==> src/mart_pkg.sv <==
// ----------------------------------------------------------------------------
// mart_pkg: shared types and constants of the moving average band threshold
// Register indexes, field widths, reset values, decision codes and the
// controller-to-datapath command bundle.
// ----------------------------------------------------------------------------
`default_nettype none

package mart_pkg;

  // Default parameter values for the top level.
  localparam int unsigned MART_MAX_WINDOW  = 16;
  localparam int unsigned MART_SAMPLE_BITS = 32;

  // Fixed field widths.
  localparam int unsigned WW_W      = 5;   // window_width register
  localparam int unsigned TOL_W     = 16;  // tolerance register, Q0.16
  localparam int unsigned FRAC_W    = 16;  // fraction bits of the Q16.16 format
  localparam int unsigned SUM_OUT_W = 36;  // window_sum output field
  localparam int unsigned DEC_W     = 2;   // decision output field
  localparam int unsigned CFG_IDX_W = 1;
  localparam int unsigned CFG_DAT_W = 16;

  // Register indexes on the configuration port.
  localparam logic [CFG_IDX_W-1:0] REG_WINDOW_WIDTH = 1'd0;
  localparam logic [CFG_IDX_W-1:0] REG_TOLERANCE    = 1'd1;

  // Register reset values.
  localparam logic [WW_W-1:0]  WINDOW_WIDTH_RST = 5'd5;
  localparam logic [TOL_W-1:0] TOLERANCE_RST    = 16'd3277;

  typedef enum logic [DEC_W-1:0] {
    DEC_HOLD = 2'd0,
    DEC_SELL = 2'd1,
    DEC_BUY  = 2'd2
  } decision_e;

  // Commands from the controller to the datapath.
  typedef struct packed {
    logic load;    // latch the sample and read the ring slot it replaces
    logic update;  // write the ring, update sum, fill count and pointer
    logic mul;     // form sum * tolerance
    logic result;  // compare and load the output register
  } ctl_cmd_t;

  // Status from the datapath to the controller.
  typedef struct packed {
    logic result_due;  // the window is full after this sample
  } ctl_status_t;

endpackage

`default_nettype wire

==> src/mart_ctrl.sv <==
// ----------------------------------------------------------------------------
// mart_ctrl: sequencing controller
// One-hot state machine that walks one sample through read, update, multiply
// and compare, and owns the input ready and the output valid flag.
// ----------------------------------------------------------------------------
`default_nettype none

module mart_ctrl
  import mart_pkg::*;
(
  input  wire logic        clk_i,
  input  wire logic        rst_ni,
  input  wire logic        in_valid_i,
  output logic             in_ready_o,
  output logic             out_valid_o,
  input  wire logic        out_ready_i,
  input  wire ctl_status_t status_i,
  output ctl_cmd_t         cmd_o
);

  typedef enum logic [3:0] {
    ST_IDLE = 4'b0001,
    ST_READ = 4'b0010,
    ST_MUL  = 4'b0100,
    ST_CMP  = 4'b1000
  } state_e;

  state_e state_q, state_d;
  logic   out_valid_q, out_valid_d;
  logic   accept;
  logic   slot_free;

  assign in_ready_o  = (state_q == ST_IDLE);
  assign out_valid_o = out_valid_q;
  assign accept      = in_valid_i & in_ready_o;
  assign slot_free   = ~out_valid_q | out_ready_i;

  always_comb begin
    cmd_o        = '0;
    cmd_o.load   = accept;
    cmd_o.update = (state_q == ST_READ);
    cmd_o.mul    = (state_q == ST_MUL);
    cmd_o.result = (state_q == ST_CMP) & slot_free;
  end

  always_comb begin
    state_d = state_q;
    case (state_q)
      ST_IDLE: begin
        if (accept) state_d = ST_READ;
      end
      ST_READ: begin
        state_d = status_i.result_due ? ST_MUL : ST_IDLE;
      end
      ST_MUL: begin
        state_d = ST_CMP;
      end
      ST_CMP: begin
        if (slot_free) state_d = ST_IDLE;
      end
      default: begin
        state_d = ST_IDLE;
      end
    endcase
  end

  always_comb begin
    out_valid_d = out_valid_q;
    if (cmd_o.result) begin
      out_valid_d = 1'b1;
    end else if (out_ready_i) begin
      out_valid_d = 1'b0;
    end
  end

  always_ff @(posedge clk_i or negedge rst_ni) begin
    if (!rst_ni) begin
      state_q     <= ST_IDLE;
      out_valid_q <= 1'b0;
    end else begin
      state_q     <= state_d;
      out_valid_q <= out_valid_d;
    end
  end

endmodule

`default_nettype wire

==> src/mart_dp.sv <==
// ----------------------------------------------------------------------------
// mart_dp: datapath of the moving average band threshold
// Configuration registers, sample ring memory, running sum, the two
// multipliers and the cross-multiplied band compare with the output register.
// ----------------------------------------------------------------------------
`default_nettype none

module mart_dp
  import mart_pkg::*;
#(
  parameter int unsigned MAX_WINDOW  = MART_MAX_WINDOW,
  parameter int unsigned SAMPLE_BITS = MART_SAMPLE_BITS
) (
  input  wire logic                   clk_i,
  input  wire logic                   rst_ni,
  input  wire logic                   cfg_we_i,
  input  wire logic [CFG_IDX_W-1:0]   cfg_idx_i,
  input  wire logic [CFG_DAT_W-1:0]   cfg_data_i,
  input  wire logic [SAMPLE_BITS-1:0] sample_i,
  input  wire ctl_cmd_t               cmd_i,
  output ctl_status_t                 status_o,
  output logic [DEC_W-1:0]            decision_o,
  output logic [SUM_OUT_W-1:0]        window_sum_o
);

  localparam int unsigned PTR_W = (MAX_WINDOW > 1) ? $clog2(MAX_WINDOW) : 1;
  localparam int unsigned SUM_W = SAMPLE_BITS + WW_W;
  localparam int unsigned P_W   = SUM_W + TOL_W;
  localparam int unsigned CMP_W = SUM_W + FRAC_W + 1;

  logic [WW_W-1:0]        width_q;
  logic [TOL_W-1:0]       tol_q;
  logic [SUM_W-1:0]       sum_q, sum_d;
  logic [WW_W-1:0]        fill_q, fill_d;
  logic [PTR_W-1:0]       wp_q, wp_d;
  logic [WW_W-1:0]        w_eff;
  logic [PTR_W-1:0]       slot_d, slot_q;
  logic [SAMPLE_BITS-1:0] newest_q;
  logic [SAMPLE_BITS-1:0] ring_mem [MAX_WINDOW];
  logic [SAMPLE_BITS-1:0] rd_data_q;
  logic [SUM_W-1:0]       nw_q;
  logic [P_W-1:0]         p_q;
  logic                   window_full;
  logic                   width_wr;
  logic [CMP_W-1:0]       base, upper, lower, lhs;
  decision_e              dec_d;
  logic [DEC_W-1:0]       dec_q;
  logic [SUM_W+SUM_OUT_W-1:0] sum_ext;
  logic [SUM_OUT_W-1:0]   sum_out_q;

  // Width clamped to 1..MAX_WINDOW.
  always_comb begin
    w_eff = width_q;
    if (width_q == '0) begin
      w_eff = WW_W'(1);
    end else if (32'(width_q) > 32'(MAX_WINDOW)) begin
      w_eff = WW_W'(MAX_WINDOW);
    end
  end

  assign slot_d      = (32'(wp_q) >= 32'(w_eff)) ? '0 : wp_q;
  assign window_full = (fill_q >= w_eff);
  assign status_o.result_due = window_full | ((fill_q + WW_W'(1)) >= w_eff);
  assign width_wr    = cfg_we_i & (cfg_idx_i == REG_WINDOW_WIDTH);

  always_comb begin
    sum_d  = sum_q;
    fill_d = fill_q;
    wp_d   = wp_q;
    if (width_wr) begin
      sum_d  = '0;
      fill_d = '0;
      wp_d   = '0;
    end else if (cmd_i.update) begin
      if (window_full) begin
        sum_d  = sum_q - SUM_W'(rd_data_q) + SUM_W'(newest_q);
        fill_d = w_eff;
      end else begin
        sum_d  = sum_q + SUM_W'(newest_q);
        fill_d = fill_q + WW_W'(1);
      end
      wp_d = ((32'(slot_q) + 32'd1) >= 32'(w_eff)) ? '0 : slot_q + PTR_W'(1);
    end
  end

  always_ff @(posedge clk_i or negedge rst_ni) begin
    if (!rst_ni) begin
      width_q <= WINDOW_WIDTH_RST;
      tol_q   <= TOLERANCE_RST;
      sum_q   <= '0;
      fill_q  <= '0;
      wp_q    <= '0;
    end else begin
      if (width_wr) width_q <= cfg_data_i[WW_W-1:0];
      if (cfg_we_i && (cfg_idx_i == REG_TOLERANCE)) tol_q <= cfg_data_i[TOL_W-1:0];
      sum_q  <= sum_d;
      fill_q <= fill_d;
      wp_q   <= wp_d;
    end
  end

  // Sample ring: the old value of the slot is read as the sample is taken
  // and the new one written by the update command that follows.
  always_ff @(posedge clk_i) begin
    if (cmd_i.load) begin
      rd_data_q <= ring_mem[slot_d];
    end
    if (cmd_i.update) begin
      ring_mem[slot_q] <= newest_q;
    end
  end

  always_ff @(posedge clk_i) begin
    if (cmd_i.load) begin
      newest_q <= sample_i;
      slot_q   <= slot_d;
    end
    if (cmd_i.update) begin
      nw_q <= SUM_W'(newest_q) * SUM_W'(w_eff);
    end
    if (cmd_i.mul) begin
      p_q <= P_W'(sum_q) * P_W'(tol_q);
    end
  end

  // newest*w*2^16 against sum*2^16 +/- sum*tol.
  assign base  = {1'b0, sum_q, FRAC_W'(0)};
  assign upper = base + CMP_W'(p_q);
  assign lower = base - CMP_W'(p_q);
  assign lhs   = {1'b0, nw_q, FRAC_W'(0)};

  always_comb begin
    dec_d = DEC_HOLD;
    if (sum_q != '0) begin
      if (lhs > upper) begin
        dec_d = DEC_SELL;
      end else if (lhs < lower) begin
        dec_d = DEC_BUY;
      end
    end
  end

  assign sum_ext = {SUM_OUT_W'(0), sum_q};

  always_ff @(posedge clk_i) begin
    if (cmd_i.result) begin
      dec_q     <= dec_d;
      sum_out_q <= sum_ext[SUM_OUT_W-1:0];
    end
  end

  assign decision_o   = dec_q;
  assign window_sum_o = sum_out_q;

endmodule

`default_nettype wire

==> src/moving_average_ratio_threshold.sv <==
// A sample that gives a result passes through the READ, MUL and CMP states, and its result
// is registered on leaving CMP. A new sample is taken only in the idle state, after the
// ring read, sum update, tolerance multiply and compare of the last one (ring read and sum
// update while the window fills); a result waiting downstream holds the compare until taken.
// Reset: asynchronous, active low; clears the window (sum, fill count, pointer)
// and loads window_width 5 and tolerance 3277. Ring contents are not cleared.
// ----------------------------------------------------------------------------
// moving_average_ratio_threshold: moving average band threshold
// Keeps the last window_width Q16.16 samples and their sum. Once the window is
// full, each sample gives one result: sell when it lies above the mean scaled
// by (1 + tolerance), buy when below the mean scaled by (1 - tolerance), hold
// otherwise or when the window sum is zero, together with the window sum.
// ----------------------------------------------------------------------------
`default_nettype none

module moving_average_ratio_threshold
  import mart_pkg::*;
#(
  parameter int unsigned MAX_WINDOW  = MART_MAX_WINDOW,
  parameter int unsigned SAMPLE_BITS = MART_SAMPLE_BITS
) (
  input  wire logic                   clk_i,
  input  wire logic                   rst_ni,
  // Configuration write port. Index 0 is window_width, index 1 is tolerance.
  input  wire logic                   cfg_we_i,
  input  wire logic [CFG_IDX_W-1:0]   cfg_idx_i,
  input  wire logic [CFG_DAT_W-1:0]   cfg_data_i,
  // Sample input channel.
  input  wire logic                   in_valid_i,
  output logic                        in_ready_o,
  input  wire logic [SAMPLE_BITS-1:0] sample_i,
  // Result output channel.
  output logic                        out_valid_o,
  input  wire logic                   out_ready_i,
  output logic [DEC_W-1:0]            decision_o,
  output logic [SUM_OUT_W-1:0]        window_sum_o
);

  // The controller only sequences; all arithmetic and storage sit in the
  // datapath. The output register in the datapath lets a new sample be
  // transferred in while the previous result still waits downstream; the
  // controller holds in its compare state only if that result is still there.
  ctl_cmd_t    cmd;
  ctl_status_t status;

  mart_ctrl u_ctrl (
    .clk_i       (clk_i),
    .rst_ni      (rst_ni),
    .in_valid_i  (in_valid_i),
    .in_ready_o  (in_ready_o),
    .out_valid_o (out_valid_o),
    .out_ready_i (out_ready_i),
    .status_i    (status),
    .cmd_o       (cmd)
  );

  // Writing window_width empties the window so it refills from scratch;
  // a new tolerance applies from the next result with the window kept.
  mart_dp #(
    .MAX_WINDOW  (MAX_WINDOW),
    .SAMPLE_BITS (SAMPLE_BITS)
  ) u_dp (
    .clk_i        (clk_i),
    .rst_ni       (rst_ni),
    .cfg_we_i     (cfg_we_i),
    .cfg_idx_i    (cfg_idx_i),
    .cfg_data_i   (cfg_data_i),
    .sample_i     (sample_i),
    .cmd_i        (cmd),
    .status_o     (status),
    .decision_o   (decision_o),
    .window_sum_o (window_sum_o)
  );

endmodule

`default_nettype wire

==> config.mk <==
export PLATFORM = sky130hd
export DESIGN_NAME = moving_average_ratio_threshold
export DESIGN_NICKNAME = d
export VERILOG_FILES = /design/src/mart_pkg.sv /design/src/mart_ctrl.sv /design/src/mart_dp.sv /design/src/moving_average_ratio_threshold.sv
export SDC_FILE = /design/constraint.sdc
export NUM_CORES = 2
export LEC_CHECK = 0
export BUFFER_PORTS_ARGS = -buffer_cell sky130_fd_sc_hd__buf_2
export CORE_MARGIN = 1
export CORE_UTILIZATION = 40
export DETAILED_ROUTE_END_ITERATION = 16
export PLACE_DENSITY_LB_ADDON = 0.05
export SETUP_SLACK_MARGIN = 0.4
export SLEW_MARGIN = 5
export SYNTH_ARGS = -nofsm -noshare
export SYNTH_HDL_FRONTEND = slang
export SYNTH_SLANG_ARGS = --single-unit
export TNS_END_PERCENT = 30
==> constraint.sdc <==
create_clock -name clk_i -period 8 [get_ports clk_i]
set_input_delay 0.4 -clock clk_i [delete_from_list [all_inputs] [get_ports clk_i]]
set_output_delay 0.4 -clock clk_i [all_outputs]
set_load 0.1 [all_outputs]
Yosys cells after proc, flatten, opt, wreduce, memory -nomap -nowiden
Memories as Yosys holds them, arrays and structs flattened. A register that Yosys moved wholly into a read port is not among the register bits.
Index checks and enable logic that the tools add are counted.
W data, S select, Z words.
- logic and storage cells: 75
- output and inout bits: 40
- input bits: 54
- memories: 1
- bits in latches: 0
- RAM bits: 512
- ROM bits: 0
- register bits: 236
- muxes and demuxes: 22
- multiply operators: 2
- bitwise logic cells: 8
- reductions and logical operators: 7
- magnitude comparators: 7
- shifts and indexed selects: 0
- div/mod/pow operators: 0
- add/sub/neg operators: 8
- equal/unequal tests: 6
- memory list (memory ; depth ; width ; rd ports ; clocked after memory_dff ; write ports ; RTL line ; source):
    u_dp.ring_mem ; 16 ; 32 ; 1 ; 1 ; 1 ; mart_dp.sv:39 ; logic [SAMPLE_BITS-1:0] ring_mem [MAX_WINDOW];
- operators with widths (kind ; count):
    $mux W37 ; 3
    $add A37 B32 Y37 ; 2
    $add A53 B53 Y54 ; 1
    $gt A53 B54 Y1 ; 1
    $lt A53 B54 Y1 ; 1
    $sub A53 B53 Y54 ; 1
    $mul A37 B16 Y53 ; 1
    $mul A32 B5 Y37 ; 1
    $reduce_bool A37 Y1 ; 1
    $sub A37 B32 Y37 ; 1
    $ge A32 B5 Y1 ; 1
    $mux W5 ; 5
    $mux W4 ; 6
    $pmux W4 S4 ; 1
    $ge A5 B5 Y1 ; 2
    $add A4 B1 Y5 const B ; 1
    $add A5 B1 Y5 const B ; 1
    $ge A4 B5 Y1 ; 1
    $gt A5 B5 Y1 const B ; 1
    $logic_not A5 Y1 ; 1
    $mux W1 ; 5
    $add A4 B1 Y4 const B ; 1
    $eq A4 B1 Y1 const B ; 1
    $eq A4 B2 Y1 const B ; 1
    13 further kinds ; 19

Longest topological paths before layout
- word-level depth: 7
- gate-level depth with buffers: 26
- depth with buffers taken out: 24

Cells and area by module
Synthesis repeated with hierarchy kept, for this count alone.
- cells, all modules: 5857
- area, all modules: 62389.8 um^2
- by module, submodules not included (module ; area an instance (um^2) ; instances ; cells an instance ; seq. area each (um^2)):
    mart_dp ; 62109.6 ; 1 ; 5831 ; 22948.3
    mart_ctrl ; 280.3 ; 1 ; 26 ; 126.4

Least setup slack after synthesis
OpenSTA, ideal clock, no wires.
- kind: flip-flop to flip-flop
- start point: register u_dp.tol_q[2]
- end point: register u_dp.p_q[45] (data pin)
- path slack: 1.292 ns
- stages on the path, launching flop included: 26
- setup time: 0.259 ns
- buffers on the path: 2
- required time: 7.741 ns
- arrival: 6.448 ns
- cells stage by stage: dfstp_2 > clkbuf_1 > clkbuf_1 > nand2_1 > fa_1 > inv_1 > fa_1 > inv_1 > fa_1 > inv_1 > fa_1 > fa_1 > inv_1 > fa_1 > inv_1 > ha_1 > and3_1 > and2_1 > a221oi_1 > o22ai_1 > o211ai_1 > a21oi_1 > a21boi_0 > nand3b_1 > o21ai_0 > xnor2_1
- longest elaborated chain between the ends: 1
- RTL lines (element ; RTL line ; source):
    start: declaration ; mart_dp.sv:32 ; logic [TOL_W-1:0] tol_q;
    start signal: assignment ; mart_dp.sv:95 ; if (cfg_we_i && (cfg_idx_i == REG_TOLERANCE)) tol_q <= cfg_data_i[TOL_W-1:0];
    $mul A37 B16 Y53 ; mart_dp.sv:122 ; p_q <= P_W'(sum_q) * P_W'(tol_q);
    end signal: assignment ; mart_dp.sv:122 ;
    end: declaration ; mart_dp.sv:42 ; logic [P_W-1:0] p_q;
No other way between the ends.
A chain may end at the register's enable or synchronous reset.

Worst setup path after layout
- start point: register u_dp.sum_q[14]
- end point: register u_dp.p_q[45] (data pin)
- longest elaborated chain between the ends: 1
- RTL lines (element ; RTL line ; source):
    start: declaration ; mart_dp.sv:33 ; logic [SUM_W-1:0] sum_q, sum_d;
    start signal: assignment ; mart_dp.sv:96 ; sum_q <= sum_d;
    $mul A37 B16 Y53 ; mart_dp.sv:122 ;
No other way between the ends.

==> results.toml <==
[logic_synthesis]
synth-main-ff-cell = "edfxtp_1"
synth_enable_flop_cells = 708
synthMostInstantiatedCell = "inv_1"
yosysWarnings = 0
synth_nets = 7095
syn-cell-area_mm2 = 0.0632
ys_seq_area_frac = 0.365
synth_cells = 6012
syn-mean-instance-area_um2 = 10.5
ys_ff_latch = 780
yosysTopAreaCell = "edfxtp_1"
synth_top_area_share = 0.336
synth_cell_types = 92
synthArstFlopShare = 0.0923
synth_top_cells_by_count = "inv_1 (864), nand2_1 (727), edfxtp_1 (708)"
synthTopCellsByArea = "edfxtp_1 (34%), fa_1 (19%), ha_1 (8.3%)"

[cts]
htree_levels = 3
cts_buffer_depth = 3
numCtsBuffers = 95
clkTransAtPathRegs_ns = 0.06
cts_setup_buffers = 0
cts_sinks = 780
clockRootBuffer = "clkbuf_16"
clk_latency_ns = 0.73
cts_tree = "yes"

[die]
die_w_um = 399
die-area_mm2 = 0.160
die_height_um = 399
start_util = 0.404
row_count = 145
pin_count = 94
core_mm2 = 0.157

[sta]
setup_violations = 0
tightest_slew_ns = 1.17
fmax_mhz = 137
finalCriticalPeriod_ns = 7.30
finalCritPeriodShare = 0.913
slew_headroom = 0.198
skew_ns = 0.0357
final_max_slew_viol_count = 0
finalHoldViolations = 0
fin_setup_tns_ns = 0
rsz0062_at_grt = "yes"

[cells_and_area]
fillers = 15000
drive_gt1_frac = 0.101
regArea_mm2 = 0.0231
multiInputGateArea_mm2 = 0.0359
nNetsFinal = 7160
areaGrowthSynthToFinish_pct = 10.9

[critical_path]
crit_required_ns = 8.46
cp_slowest_cell = "dfrtp_1"
rrSetupSlack_ns = 0.70
criticalPathCategory = "flop to flop"
cp-endpoint = "u_dp.p_q[45]"
cp-startpoint = "u_dp.sum_q[14]"
path_buf_inv = 4
crit_arrival_ns = 7.76
cp.depth = 22
start_kind = "flop"
ff2ff_path_depth = 22
r2r-start = "u_dp.sum_q[14]"
cp_top_family = "adder cells"
cpPeakStageDelay_ns = 0.87
cp_common_cell = "fa_1"
r2r-end = "u_dp.p_q[45]"
critPathMaxFanout = 18
endpoint_kind = "flop"
worstPathCellList = "nand2_1 -> fa_1 -> inv_1 -> fa_1 -> fa_1 -> fa_1 -> fa_1 -> inv_1 -> fa_1 -> inv_1 -> ha_1 -> and3_1 -> and2_1 -> a221oi_1 -> o22ai_1 -> o211ai_1 -> a21oi_1 -> a21boi_0 -> buf_4 -> nand3b_1 -> o21ai_0 -> xnor2_1"

[routing]
wirelength_mm = 186
drc = 0
drt_iter0_markers = 2477
via_per_inst = 5.32
vias = 43700
antenna_left = 0
wl_per_cell_um = 22.6
firstDrtPassIters = 5

[global_routing]
overflow = 0
grt_pass1_vias = 45600
grt_pass1_wl_mm = 284
antenna_found_initial = 7
grtUsageTotal = 0.237
grt_max_degree = 77

[placed_design]
routabilityCongestion = 0.864
dp_hpwl_mm = 132
numPortBuffers = 93

[min_path]
min-delay-start = "cfg_data_i[7]"
hp-class = "primary input to flop"

[flow_run]
drv_cap = 0

[run_status]
status = "finished, final reports clean"
## state kept, by name (all words and copies together), names as in the netlist, 5 cells and up
| register | flops |
|---|---|
| u_dp.fill_q | 5 |
| u_dp.window_sum_o | 36 |
| u_dp.p_q | 53 |
| u_dp.sum_q | 37 |
| u_dp.newest_q | 32 |
| u_dp.tol_q | 16 |
| u_dp.rd_data_q | 32 |
| u_dp.width_q | 5 |
| u_dp.nw_q | 37 |
| u_dp.ring_mem | 512 |
## metal layers
layer,vias up,GRT usage,share of wire,wire length [um]
met3,240,0.0290,0.037,6810
met2,759,0.396,0.48,88600
met4,4,0.0693,0.029,5390
li1,20400,-,-,-
met5,-,0,0.00015,28
met1,22300,0.321,0.46,84800
## layout make-up
class	count	area share
clock buffers	111	0.0349
well taps	2058	0.0368
repair buffers	282	0.0296
flip-flops and latches	780	0.330
clock inverters	60	0.0104
multi-input cells	4050	0.512
inverters	868	0.0465
diodes	1	0.0000357
## cells in the final DEF, fill, tap and decap left out, types with 50 or more instances in the layout
master       n
a21oi_1    365
buf_2       92
clkbuf_16   95
ha_1       417
nand3_1     51
buf_4      136
xnor2_1    145
fa_1       612
and3_1      53
o21ai_0    196
nand2_1    725
a221oi_1    71
nor2_1     216
a211oi_1    50
inv_1      862
a21o_1      92
and2_1     195
edfxtp_1   708
mux2i_1     69
nor3_1      76
xor2_1      54
mux2_2     145
## how the worst min path moves through the flow
stage	end	slack [ns]	depth (start not counted)
floorplan	u_ctrl.out_valid_o	0.10	0
global placement	u_dp.tol_q[9]	0.42	1
detailed placement	u_dp.tol_q[9]	0.42	1
CTS	u_dp.tol_q[7]	0.03	2
global route	u_dp.tol_q[7]	0.02	2
finish	u_dp.tol_q[7]	0.06	2
## through the flow
stage / util / hold WS, ns / cell area [um^2] / cells / setup slack [ns]
2_1_floorplan: - / 0.104 / 63200 / 6012 / 1.29
3_3_place_gp: 0.424 / 0.420 / 66300 / 7989 / 0.378
3_5_place_dp: 0.424 / 0.417 / 66300 / 7989 / 0.297
4_1_cts: 0.447 / 0.0311 / 70000 / 8209 / 0.407
5_1_grt: 0.447 / 0.0249 / 70100 / 8209 / 0.387
6_report: 0.447 / 0.0595 / 70100 / 8210 / 0.695
## kinds of logic (layout without fill, tap and decap cells)
logic type	count (synthesis)	count (layout)	share of synthesized area
other	0	1	0
adders and majority gates	1029	1029	0.276
DFF	780	780	0.365
AOI/OAI and AO/OA	1075	1075	0.111
and+or+nand+nor	1533	1533	0.113
buffers and inverters	1182	1321	0.0706
xor gates and xnor gates	199	199	0.0276
muxes	214	214	0.0368
## timing repair
| item | CTS | global route |
|---|---|---|
| pin swaps | 0 | 1 |
| hold buffers | 49 | 0 |
| endpoints found under the setup margin | 9 | 10 |
| resized for setup | 6 | 11 |
| endpoints found under the hold margin | 73 | 0 |
## worst reg2reg max path: stages (launching register included)
cell	delay, ns
dfrtp_1	0.87
nand2_1	0.18
fa_1	0.58
inv_1	0.05
fa_1	0.48
fa_1	0.58
fa_1	0.43
fa_1	0.49
inv_1	0.08
fa_1	0.49
inv_1	0.05
ha_1	0.39
and3_1	0.25
and2_1	0.17
a221oi_1	0.44
o22ai_1	0.20
o211ai_1	0.36
a21oi_1	0.20
a21boi_0	0.20
buf_4	0.16
nand3b_1	0.15
o21ai_0	0.11
xnor2_1	0.15
Power is not shown: default switching activity piles up to over one toggle a cycle in this logic, so the estimate is an artifact.
